**src/hdl/deq_pkg.sv**
```systemverilog
package deq_pkg;

  localparam int DEPTH = 32;
  localparam int IDX_W = (DEPTH > 1) ? $clog2(DEPTH) : 1;
  localparam int CNT_W = $clog2(DEPTH + 1);
  localparam int DATA_W = 32;

  localparam logic [2:0] MODE_PUSH_FRONT = 3'd0;
  localparam logic [2:0] MODE_PUSH_REAR  = 3'd1;
  localparam logic [2:0] MODE_POP_FRONT  = 3'd2;
  localparam logic [2:0] MODE_POP_REAR   = 3'd3;
  localparam logic [2:0] MODE_DUMP       = 3'd4;

  localparam logic [2:0] KIND_DONE        = 3'd0;
  localparam logic [2:0] KIND_UNDERFLOW   = 3'd1;
  localparam logic [2:0] KIND_OVERFLOW    = 3'd2;
  localparam logic [2:0] KIND_DUMP_ENTRY  = 3'd3;
  localparam logic [2:0] KIND_DUMP_EMPTY  = 3'd4;

  typedef enum logic [2:0] {
    ST_IDLE = 3'b001,
    ST_RD   = 3'b010,
    ST_WAIT = 3'b100
  } state_t;

  function automatic logic [IDX_W-1:0] wrap_inc(input logic [IDX_W-1:0] idx);
    logic [IDX_W:0] sum;
    sum = {1'b0, idx} + (IDX_W+1)'(1);
    if (sum >= (IDX_W+1)'(DEPTH)) begin
      sum = '0;
    end
    return sum[IDX_W-1:0];
  endfunction

  function automatic logic [IDX_W-1:0] wrap_dec(input logic [IDX_W-1:0] idx);
    logic [IDX_W-1:0] res;
    if (idx == '0) begin
      res = IDX_W'(DEPTH - 1);
    end else begin
      res = idx - IDX_W'(1);
    end
    return res;
  endfunction

  function automatic logic [IDX_W-1:0] slot_at(input logic [IDX_W-1:0] head,
                                               input logic [CNT_W-1:0] off);
    logic [IDX_W:0] sum;
    sum = {1'b0, head} + {1'b0, off[IDX_W-1:0]};
    if (sum >= (IDX_W+1)'(DEPTH)) begin
      sum = sum - (IDX_W+1)'(DEPTH);
    end
    return sum[IDX_W-1:0];
  endfunction

endpackage

```
**src/hdl/double_ended_queue_unit.sv**
```systemverilog
// Bounded double-ended queue of signed 32-bit values in a circular store.
// Input channel (in_valid, in_stall, in_mode, in_value) takes one command
// per transaction: push front, push rear, pop front, pop rear or dump.
// Output channel (out_valid, out_stall, out_kind, out_entry, out_last)
// returns status and dump-entry results from a single output register.
// A push or pop gives one result, visible the cycle after acceptance; a
// new command is taken every cycle while no dump runs and the output
// register is free or being emptied in the same cycle. A dump reads the
// store, one synchronous RAM port read per entry, from front to rear:
// the first read is issued in ST_RD; each entry passes the RAM read
// register into the output register, and the rest follow one per cycle
// while out_stall is low. in_stall stays high during the dump. A dump of
// an empty queue gives one result, visible the cycle after acceptance.
// Unused mode codes are consumed without a result.
// Synchronous reset empties the queue; the store itself is not cleared.
// When out_stall is high with a valid result, the result register holds
// and no new command is accepted until the result has been taken.
module double_ended_queue_unit
  import deq_pkg::*;
(
  input  logic               clk,
  input  logic               rst_n,
  input  logic               in_valid,
  output logic               in_stall,
  input  logic [2:0]         in_mode,
  input  logic signed [31:0] in_value,
  output logic               out_valid,
  input  logic               out_stall,
  output logic [2:0]         out_kind,
  output logic signed [31:0] out_entry,
  output logic               out_last
);

  state_t state_r, state_nxt;
  logic [IDX_W-1:0] head_r, head_nxt;
  logic [CNT_W-1:0] occ_r, occ_nxt;
  logic [CNT_W-1:0] cnt_r, cnt_nxt;

  logic              out_valid_r, out_valid_nxt;
  logic [2:0]        out_kind_r, out_kind_nxt;
  logic [DATA_W-1:0] out_entry_r, out_entry_nxt;
  logic              out_last_r, out_last_nxt;

  logic              out_free;
  logic              in_acc;
  logic              full, empty;
  logic              dump_last;
  logic              wr_en;
  logic [IDX_W-1:0]  wr_addr;
  logic              rd_en;
  logic [CNT_W-1:0]  rd_off;
  logic [IDX_W-1:0]  rd_addr;
  logic [DATA_W-1:0] rd_data;

  assign out_free  = !out_valid_r || !out_stall;
  assign in_stall  = (state_r != ST_IDLE) || !out_free;
  assign in_acc    = in_valid && !in_stall;
  assign full      = (occ_r == CNT_W'(DEPTH));
  assign empty     = (occ_r == '0);
  assign dump_last = ((cnt_r + CNT_W'(1)) == occ_r);
  assign rd_off    = (state_r == ST_RD) ? cnt_r : cnt_r + CNT_W'(1);
  assign rd_addr   = slot_at(head_r, rd_off);

  always_comb begin
    state_nxt     = state_r;
    head_nxt      = head_r;
    occ_nxt       = occ_r;
    cnt_nxt       = cnt_r;
    out_valid_nxt = out_valid_r && out_stall;
    out_kind_nxt  = out_kind_r;
    out_entry_nxt = out_entry_r;
    out_last_nxt  = out_last_r;
    wr_en         = 1'b0;
    wr_addr       = head_r;
    rd_en         = 1'b0;

    case (state_r)
      ST_IDLE: begin
        if (in_acc) begin
          out_kind_nxt  = KIND_DONE;
          out_entry_nxt = '0;
          out_last_nxt  = 1'b1;
          case (in_mode)
            MODE_PUSH_FRONT, MODE_PUSH_REAR: begin
              out_valid_nxt = 1'b1;
              if (full) begin
                out_kind_nxt = KIND_OVERFLOW;
              end else begin
                wr_en   = 1'b1;
                occ_nxt = occ_r + CNT_W'(1);
                if (in_mode == MODE_PUSH_FRONT) begin
                  wr_addr  = wrap_dec(head_r);
                  head_nxt = wrap_dec(head_r);
                end else begin
                  wr_addr = slot_at(head_r, occ_r);
                end
              end
            end
            MODE_POP_FRONT, MODE_POP_REAR: begin
              out_valid_nxt = 1'b1;
              if (empty) begin
                out_kind_nxt = KIND_UNDERFLOW;
              end else begin
                occ_nxt = occ_r - CNT_W'(1);
                if (in_mode == MODE_POP_FRONT) begin
                  head_nxt = wrap_inc(head_r);
                end
              end
            end
            MODE_DUMP: begin
              if (empty) begin
                out_valid_nxt = 1'b1;
                out_kind_nxt  = KIND_DUMP_EMPTY;
              end else begin
                cnt_nxt   = '0;
                state_nxt = ST_RD;
              end
            end
            default: begin
            end
          endcase
        end
      end
      ST_RD: begin
        rd_en     = 1'b1;
        state_nxt = ST_WAIT;
      end
      ST_WAIT: begin
        if (out_free) begin
          out_valid_nxt = 1'b1;
          out_kind_nxt  = KIND_DUMP_ENTRY;
          out_entry_nxt = rd_data;
          out_last_nxt  = dump_last;
          if (dump_last) begin
            state_nxt = ST_IDLE;
          end else begin
            rd_en   = 1'b1;
            cnt_nxt = cnt_r + CNT_W'(1);
          end
        end
      end
      default: begin
        state_nxt = ST_IDLE;
      end
    endcase
  end

  always_ff @(posedge clk) begin
    if (!rst_n) begin
      state_r     <= ST_IDLE;
      head_r      <= '0;
      occ_r       <= '0;
      cnt_r       <= '0;
      out_valid_r <= 1'b0;
    end else begin
      state_r     <= state_nxt;
      head_r      <= head_nxt;
      occ_r       <= occ_nxt;
      cnt_r       <= cnt_nxt;
      out_valid_r <= out_valid_nxt;
    end
  end

  always_ff @(posedge clk) begin
    out_kind_r  <= out_kind_nxt;
    out_entry_r <= out_entry_nxt;
    out_last_r  <= out_last_nxt;
  end

  deq_ram #(
    .WIDTH (DATA_W),
    .DEPTH (DEPTH)
  ) u_ram (
    .clk     (clk),
    .wr_en   (wr_en),
    .wr_addr (wr_addr),
    .wr_data (DATA_W'(in_value)),
    .rd_en   (rd_en),
    .rd_addr (rd_addr),
    .rd_data (rd_data)
  );

  assign out_valid = out_valid_r;
  assign out_kind  = out_kind_r;
  assign out_entry = signed'(out_entry_r);
  assign out_last  = out_last_r;

endmodule

```
**src/hdl/deq_ram.sv**
```systemverilog
module deq_ram #(
  parameter int WIDTH = 32,
  parameter int DEPTH = 32
) (
  input  logic                     clk,
  input  logic                     wr_en,
  input  logic [$clog2(DEPTH)-1:0] wr_addr,
  input  logic [WIDTH-1:0]         wr_data,
  input  logic                     rd_en,
  input  logic [$clog2(DEPTH)-1:0] rd_addr,
  output logic [WIDTH-1:0]         rd_data
);

  logic [WIDTH-1:0] mem [DEPTH];
  logic [WIDTH-1:0] rd_data_r;

  always_ff @(posedge clk) begin
    if (wr_en) begin
      mem[wr_addr] <= wr_data;
    end
    if (rd_en) begin
      rd_data_r <= mem[rd_addr];
    end
  end

  assign rd_data = rd_data_r;

endmodule

```
**config.mk**
```make
export PLATFORM = sky130hd
export DESIGN_NAME = double_ended_queue_unit
export DESIGN_NICKNAME = d
export VERILOG_FILES = /design/src/hdl/deq_pkg.sv /design/src/hdl/double_ended_queue_unit.sv /design/src/hdl/deq_ram.sv
export SDC_FILE = /design/constraint.sdc
export NUM_CORES = 1
export LEC_CHECK = 0
export ABC_AREA = 1
export BUFFER_PORTS_ARGS = -buffer_cell sky130_fd_sc_hd__buf_4
export CAP_MARGIN = 30
export CORE_ASPECT_RATIO = 0.9
export CORE_UTILIZATION = 40
export CTS_CLUSTER_SIZE = 10
export DETAILED_ROUTE_END_ITERATION = 7
export GPL_TIMING_DRIVEN = 0
export PLACE_DENSITY_LB_ADDON = 0.12
export SYNTH_ARGS = -nofsm -noshare
export SYNTH_HDL_FRONTEND = slang
export SYNTH_HIERARCHICAL = 1
export SYNTH_SLANG_ARGS = --single-unit
```
**constraint.sdc**
```tcl
create_clock -name clk -period 5.33 [get_ports clk]
set_input_delay 0.533 -clock clk [delete_from_list [all_inputs] [get_ports clk]]
set_output_delay 0.533 -clock clk [all_outputs]
set_load 0.005 [all_outputs]
```
== After elaboration in Yosys (flattened, before gate mapping) ==
Memory sizes are Yosys's and may differ from the RTL's. A register that Yosys moved wholly into a read port is not among the register bits.
Index checks and enable logic that the tools add are counted.
Word-level totals
  register bits after elaboration: 57
  bits in writable memories: 1024
  input bits: 39
  output and inout bits: 38
  logic and storage cells: 119
  memories: 1
Memories
  u_ram.mem: depth 32, width 32, rd ports 1, clocked after Yosys merged registers in 1, write ports 1, RTL line deq_ram.sv:14  | logic [WIDTH-1:0] mem [DEPTH];
Cells by class
  $add $sub $neg: 9
  magnitude comparators: 3
  eq/ne operators: 20
  multiplexer cells: 57
  reduce and logical (&&, ||, !) cells: 21
Operators with widths (count)
  two-way mux 5 bit: 14
  two-way mux 32 bit: 2
  one-hot mux 32 bit (2 select lines): 1
  two-way mux 6 bit: 7
  two-way mux 3 bit: 8
  one-hot mux 6 bit (2 select lines): 2
  >= comparator 6 bit, second input constant: 3
  inequality test 2 bit, second input constant: 9
  one-hot mux 3 bit (3 select lines): 2
  subtractor 5 x 1 -> 5 bit, second input constant: 3
  two-way mux 1 bit: 14
  adder 5 x 5 -> 6 bit: 2
  adder 6 x 1 -> 6 bit, second input constant: 2
  one-hot mux 5 bit (2 select lines): 1
  AND reduction 5 bit: 2
  equality test 3 x 2 -> 1 bit, second input constant: 3
  one-hot mux 1 bit (2 select lines): 4
  AND reduction 7 bit: 1
  adder 5 x 1 -> 6 bit, second input constant: 1
  equality test 3 x 1 -> 1 bit, second input constant: 2
  equality test 3 bit, second input constant: 2
  equality test 6 bit: 1
  equality test 6 bit, second input constant: 1
  logical NOT 6 bit: 1
  15 further kinds: 22

== Longest topological paths before layout ==
Gate-level depths: netlist of run 1.
  depth in word-level cells: 10
  mapped depth: 19

== Hierarchy ==
Netlist of run 1, hierarchy kept.
Modules (own cells, without submodules)
  deq_ram: times used 1, cells an instance 3536, area an instance 42726.0 um^2, seq. area each 31710.4 um^2
  double_ended_queue_unit: times used 1, cells an instance 426, area an instance 3420.8 um^2, seq. area each 1501.4 um^2

== Worst setup path before layout of run 1 ==
No wires, ideal clock.
  path kind: register to register
  from: register occ_r[0]
  to: memory u_ram.mem[29][0], enable pin
  arrival: 3.265 ns
  path slack: 1.644 ns
  stages on the path, launching flop included: 11
  buffers on the path: 0
  period minus slack after synthesis: 3.686 ns
  cells stage by stage: dfxtp_1 > ha_1 > inv_1 > fa_1 > nor2_1 > a211oi_1 > a21oi_1 > o21ai_0 > a31oi_1 > nand3_1 > nor2_1
On the way
  longest elaborated chain between the ends: 8
  elaborated cells on any way between the ends: 16
  those cells by class: 2 x add/sub; 1 x order compare; 1 x eq/ne; 12 x mux
RTL lines
  start, declared: RTL line double_ended_queue_unit.sv:36  | logic [CNT_W-1:0] occ_r, occ_nxt;
  start signal, assigned: RTL line double_ended_queue_unit.sv:158  | occ_r <= occ_nxt;
  adder 5 x 5 -> 6 bit: RTL line deq_pkg.sv:48  | sum = {1'b0, head} + {1'b0, off[IDX_W-1:0]};
  subtractor 5 x 1 -> 5 bit / >= comparator 6 bit (equally long branches): RTL line deq_pkg.sv:50, deq_pkg.sv:49
  two-way mux 5 bit: RTL line deq_pkg.sv:49  | if (sum >= (IDX_W+1)'(DEPTH)) begin
  two-way mux 5 bit: RTL line double_ended_queue_unit.sv:91  | if (in_mode == MODE_PUSH_FRONT) begin
  two-way mux 5 bit *: RTL line double_ended_queue_unit.sv:86  | if (full) begin
  two-way mux 5 bit *: RTL line double_ended_queue_unit.sv:83  | case (in_mode)
  two-way mux 5 bit *: RTL line double_ended_queue_unit.sv:79  | if (in_acc) begin
  two-way mux 5 bit *: RTL line double_ended_queue_unit.sv:77  | case (state_r)
  net wr_addr[4]: RTL line double_ended_queue_unit.sv:49  | logic [IDX_W-1:0] wr_addr;
  end, declared: RTL line deq_ram.sv:14
Mark *: on every way through the listed nets, which the timed path passes. The rest lies on a longest branch.

== Final worst setup path of run 1 ==
  from: register state_r[1]
  to: register u_ram.rd_data_r[15] (netlist: u_ram/rd_data[15]) (read register of u_ram.mem), data pin
On the way
  longest elaborated chain between the ends: 5
  elaborated cells on any way between the ends: 8
  those cells by class: 2 x add/sub; 1 x order compare; 2 x eq/ne; 3 x mux
RTL lines
  start, declared: RTL line double_ended_queue_unit.sv:34  | state_t state_r, state_nxt;
  start signal, assigned: RTL line double_ended_queue_unit.sv:156  | state_r <= state_nxt;
  equality test 3 x 2 -> 1 bit *: RTL line double_ended_queue_unit.sv:61  | assign rd_off = (state_r == ST_RD) ? cnt_r : cnt_r + CNT_W'(1);
  two-way mux 5 bit *: RTL line double_ended_queue_unit.sv:61
  adder 5 x 5 -> 6 bit *: RTL line deq_pkg.sv:48
  subtractor 5 x 1 -> 5 bit / >= comparator 6 bit (equally long branches): RTL line deq_pkg.sv:50, deq_pkg.sv:49
  two-way mux 5 bit *: RTL line deq_pkg.sv:49
  net rd_addr[2]: RTL line double_ended_queue_unit.sv:52  | logic [IDX_W-1:0] rd_addr;
  end, declared: RTL line deq_ram.sv:15  | logic [WIDTH-1:0] rd_data_r;
Marks and branches as above.
A chain may end at the register's enable or synchronous reset.

==> results.cfg, run 1 <==
[clocking]
cts_resized = 0
cts_sinks = 1113
htreeDepth = 4
postCtsSetupBuffers = 0
clkTransAtPathRegs_ns = 0.06
clockBufferDepth = 3
clock-root-buffer = clkbuf_16
tritoncts = built
clock_latency_ns = 0.74
cts_made_buffers = 132
cts-hold-fix-buffers = 0

[floorplan]
fp.dieW_um = 360
io_pins = 77
rows = 117
die_h_um = 324
start_util_pct = 40.6
core-area_sq_um = 114000
die_area_sq_um = 117000

[min_path]
hp-class = input pin to flop

[critical_path]
cp-end-kind = flop
max_stage_delay_ns = 0.78
cp-start-kind = flop
crit_top_cell = nand2_1
cp_num_buf_inv = 5
cp_data_required_time_ns = 5.86
crit_type = flop to flop
crit_fanout = 10
crit_chain = inv_1, nor3_2, inv_1, o21ai_1, inv_1, fa_1, xnor2_1, clkbuf_1, buf_2, nand3_1, nand2_1, nand2_1, nand2_1, nand2_1, nand2_1
worstPathArrival_ns = 5.13
cp_slowest_cell = clkbuf_1
critPathTopFamily = buffers and inverters

[timing]
clock_skew_ns = 0.0278
finalHoldViolations = 0
finalSetupViolCount = 0
fin_crit_sh_pct = 86.3
fmax_mhz = 218
rsz0062_at_grt = false
tightest_slew_ns = 0.984
slew_violations = 0
fin_tns_setup_ns = 0
slew-limit-headroom_pct = 34.4
holdWs_ns = 0.106
period_needed_ns = 4.60

[drt]
totalWireLength_um = 146000
drtIter0Drc = 3525
viasPerCell = 5.42
vias = 31115
drtAntennaViolNets = 0
drc = 0
wl_per_cell_um = 25.4
dr.pass1.iters = 6

[placed_design]
port_buffers = 76
dp_cells = 5565
dpl.hpwl_um = 97000
gp_congestion = 0.881

[run_status]
status = finished clean

[logic_synthesis]
synth_area_per_cell_sq_um = 11.6
syn_inst = 3962
synth_area_sq_um = 46100
ys_seq_area_share_pct = 72.0
yosys_warnings = 6
syn_nets = 4019
synth_seq_cells = 1113
yosysUniqueCellTypes = 38

[global_route]
grt_pass1_vias = 28779
track_usage_pct = 25.0
grt_max_degree = 33
grt_pass1_wl_um = 208000
overflow = 0
antenna_found_initial = 7

[finish]
fill_cells = 10322
final_cells = 5739
regArea_sq_um = 33200
drive_gt1_share_pct = 12.1
multi_input_area_sq_um = 11200
area_growth_syn_to_layout_pct = 15.7
fin_nets = 4270

[flow_run]
maxCapViolCount = 0

[power]
p_leak_uw = 0.0196
power_density_nw_per_um2 = 472
ir_drop_mv = 0.342
[metrics by stage]
| step | area [sq um] | worst slack (ns) | utilization [%] | total power (uW) |
|---|---|---|---|---|
| after floorplan | 46100 | 1.64 | - | 14200 |
| after global placement | 48600 | -1.00 | 42.7 | 17100 |
| after detailed placement | 49700 | 0.910 | 43.7 | 17200 |
| after CTS | 53400 | 0.872 | 46.9 | 25300 |
| after global routing | 53400 | 0.518 | 46.9 | 26200 |
| final | 53400 | 0.732 | 46.9 | 25200 |
[cell families (layout without fill, tap and decap cells)]
kind of cell             Yosys count  count (layout)  share of synthesized area (%)
AO/OA/AOI/OAI                     58              58                          0.681
XOR/XNOR                          15              15                          0.285
adder cells (fa/ha/maj)           18              18                          0.537
buffers and inverters            318             606                           4.20
flip-flops                      1113            1113                           72.0
other                              0               2                              0
AND/OR/NAND/NOR                 2440            2440                           22.3
[synthesized netlist by cell type]
master    instances  area share (%)
ha_1             15            0.41
nand2_2           7           0.095
a21oi_1          24            0.26
xor2_1            8            0.15
o31ai_1           1           0.016
inv_2            10           0.081
nor2_2            2           0.027
nand2_1        1510              12
o21ai_0          18            0.20
nand3_2           3           0.065
clkinv_1          3           0.024
o21ai_2           1           0.019
dfxtp_1          21            0.91
fa_1              3            0.13
a211oi_1          2           0.033
nor3_2            1           0.022
buf_2            86            0.93
nand4_1           6           0.081
buf_8             3           0.098
nand2_4           1           0.024
clkbuf_1         28            0.23
buf_6            67             1.6
nor2_1           92            0.75
o211ai_1          3           0.049
edfxtp_1       1092              71
xnor2_1           7            0.13
nand3_1         810             8.8
nor3_1            2           0.022
buf_4            25            0.41
nand3b_1          1           0.016
o21ai_1           5           0.054
nor2_4            2           0.049
nand3_4           1           0.038
a31oi_1           4           0.054
inv_1            77            0.63
inv_8             1           0.024
buf_1            18            0.15
nor3_4            2           0.070
[state kept, by name (all words and copies together), names as in the netlist, 3 cells and up]
signal / cells
u_ram/mem: 1024
state_r: 3
occ_r: 6
u_ram/rd_data: 32
out_entry: 32
cnt_r: 6
head_r: 5
out_kind: 3
[path summary, 6_finish.rpt]
check                                         end  slack [ns]  cells past startpoint       start
worst max-delay path            u_ram/rd_data[15]        0.73                     15  state_r[1]
worst min-delay path                    head_r[2]        0.11                      3       rst_n
worst max register to register  u_ram/rd_data[15]        0.73                     15  state_r[1]
worst min register to register           cnt_r[5]        0.49                      2    cnt_r[5]
[worst register-to-register path, cell delays in order (launching register included)]
cell and delay (ns):
dfxtp_1 0.37, inv_1 0.08, nor3_2 0.34, inv_1 0.24, o21ai_1 0.28, inv_1 0.09
fa_1 0.41, xnor2_1 0.46, clkbuf_1 0.79, buf_2 0.45, nand3_1 0.20, nand2_1 0.14
nand2_1 0.07, nand2_1 0.16, nand2_1 0.08, nand2_1 0.24
[final cells by class]
cell class / instances / share of cell area [%]
flip-flops and latches: 1113 / 62.2
inverters: 91 / 0.654
repair buffers: 117 / 2.72
plain buffers: 227 / 2.98
well taps: 1487 / 3.48
multi-input cells: 2531 / 21.1
diodes: 2 / 0.00937
clock buffers: 154 / 6.56
clock inverters: 17 / 0.333
[routing by layer]
layer,share of wire (%),up-vias,global-route usage (%)
met2,44,1267,37.9
met5,0.0089,-,0
met3,8.1,180,4.28
met1,46,15436,37.1
li1,-,14230,-
met4,2.2,2,6.92
[power by group]
part / leakage (uW) / switching [uW] / internal, uW
Sequential: 0.0100 / 112 / 9980
Combinational: 0.00775 / 5060 / 2030
Clock: 0.00180 / 3390 / 4650
Total: 0.0196 / 8560 / 16700
[cells in the final DEF (no fill, tap or decap), types with 44 or more instances in the layout]
| master | n |
|---|---|
| buf_2 | 86 |
| buf_4 | 101 |
| buf_6 | 67 |
| clkbuf_1 | 44 |
| clkbuf_16 | 137 |
| edfxtp_1 | 1092 |
| inv_1 | 77 |
| nand2_1 | 1509 |
| nand3_1 | 810 |
| nor2_1 | 59 |
Power figures use the tool's default switching activity.
==> inputs of run 2 (changes only) <==
- CORE_UTILIZATION: 40 -> 45
==> run 2 against run 1 <==
Global-route usage grew 2.3 points. Fmax shrank 0.35%. First-iteration DRC count shrank 0.14%. Core utilization grew 5.2 points. Routed wire length shrank 2.4%. Worst hold slack gained 0.0085 ns. Power shrank 0.79%. Critical path depth shrank 1. Design area shrank 0.63%. Count of clock-buffer cells in the layout shrank 3.
==> results.cfg, run 2 (synthesis gave the netlist of run 1 again) <==
[run_status]
status = finished clean

[min_path]
worstHoldEndpoint = head_r[2]
hp-class = input pin to flop
whs_path_depth = 3
worstHoldStart = rst_n

[drt]
m1WireLength_um = 62200
met2WireLength_um = 63700
dr_wl_met3_um = 13300
drc = 0
drtIter0Drc = 3520
top_layer = met5
viasPerCell = 5.58
totalWireLength_um = 142000
wl_per_cell_um = 25.4
dr.pass1.iters = 5
vias = 31228
drtAntennaViolNets = 0

[floorplan]
rows = 111
die_h_um = 306
fp.dieW_um = 340
die_area_sq_um = 104000
io_pins = 77
start_util_pct = 45.4
core-area_sq_um = 102000

[power]
power_density_nw_per_um2 = 472
p_leak_uw = 0.0195
ir_drop_mv = 0.301

[clocking]
clockBufferDepth = 3
postCtsSetupBuffers = 0
clkTransAtPathRegs_ns = 0.05
cts_made_buffers = 131
cts_resized = 0
tritoncts = built
clock_latency_ns = 0.74
cts_sinks = 1113
cts-hold-fix-buffers = 0
htreeDepth = 4
clock-root-buffer = clkbuf_16

[timing]
clock_skew_ns = 0.0234
rsz0062_at_grt = false
fin_tns_setup_ns = 0
period_needed_ns = 4.61
fin_crit_sh_pct = 86.6
finalSetupViolCount = 0
fmax_mhz = 217
setup_ws_ns = 0.716
slew-limit-headroom_pct = 32.8
finalHoldViolations = 0
slew_violations = 0
tightest_slew_ns = 1.01

[global_route]
grt_max_degree = 33
overflow = 0
grt_pass1_vias = 28597
grt_pass1_wl_um = 203000
track_usage_pct = 27.4
antenna_found_initial = 8

[critical_path]
ff2ff_path_depth = 14
crit_type = flop to flop
reg2reg_from = state_r[1]
ff2ff_setup_slack_ns = 0.72
r2r_end = u_ram/rd_data[15]
cp_data_required_time_ns = 5.76
worstPathArrival_ns = 5.04
cp-end-kind = flop
crit_fanout = 10
cp-start-kind = flop

[finish]
antenna_cells = 0
area_growth_syn_to_layout_pct = 15.0
fin_nets = 4264
layout_common_cells = nand2_1 (1509), edfxtp_1 (1092), nand3_1 (810)
regMostFlops = u_ram/mem
final_common_cell = nand2_1
drive_gt1_share_pct = 11.9
post-route-util_pct = 52.2
largest_register_ffs = 1024

[flow_run]
maxCapViolCount = 0

[placed_design]
gp_congestion = 0.870
dpl.hpwl_um = 94400
pre_cts_slack_ns = 0.922
port_buffers = 76
run 2: cell count changes in the layout (fill, tap and decap cells not counted), sizes merged:
cell,delta
bufinv,-1
clkinv,+1
buf,-5
clkinvlp,-1
diode,-2
clkbuf,-3
run 2: through the flow:
stage          power (uW)  area [sq um]  instances  hold WS (ns)
3_3_place_gp        17100         48400       5394         0.471
6_report            25000         53100       5597         0.114
4_1_cts             25000         53000       5596        0.0780
3_5_place_dp        17200         49400       5429         0.480
2_1_floorplan       14200         46100       3962         0.453
5_1_grt             26000         53100       5597         0.114
run 2: cell type report:
class | count | area (sq um)
Timing Repair Buffer | 112 | 1360
Clock inverter | 16 | 146
Sequential cell | 1113 | 33200
Buffer | 227 | 1590
Fill cell | 8845 | 48600
Multi-Input combinational cell | 2531 | 11200
Inverter | 91 | 349
Tap cell | 1356 | 1700
Clock buffer | 151 | 3460
run 2: how the worst max path moves through the flow:
stage                         to       start  slack [ns]  cells after the start
2_1_floorplan   u_ram/mem[29][0]    occ_r[0]        1.64                     10
4_1_cts        u_ram/rd_data[15]  state_r[1]        0.89                     14
6_report       u_ram/rd_data[15]  state_r[1]        0.72                     14
5_1_grt        u_ram/rd_data[15]  state_r[1]        0.52                     14
3_3_place_gp   u_ram/mem[31][10]    occ_r[0]       -0.87                     10
3_5_place_dp   u_ram/rd_data[15]  state_r[1]        0.92                     14
run 2: power by group:
group / switching, uW / leakage [uW] / internal (uW)
registers: 107 / 0.0100 / 9980
logic: 5020 / 0.00771 / 2030
clock network: 3330 / 0.00177 / 4550
run 2: layer usage:
layer / global-route usage, % / vias up
met1: 40.0 / 15393
met5: 0 / -
met4: 7.26 / 8
met2: 41.6 / 1407
met3: 5.70 / 204
li1: - / 14216
run 2: critical path: stages (launching register included):
cell      delay, ns
dfxtp_1        0.37
inv_1          0.08
nor3_2         0.37
inv_1          0.26
o21ai_1        0.28
inv_1          0.09
fa_1           0.40
o21ai_0        0.24
xor2_1         0.19
xor2_1         0.22
clkbuf_1       0.58
inv_1          0.45
clkbuf_1       0.39
nand2_1        0.17
nand2_1        0.20
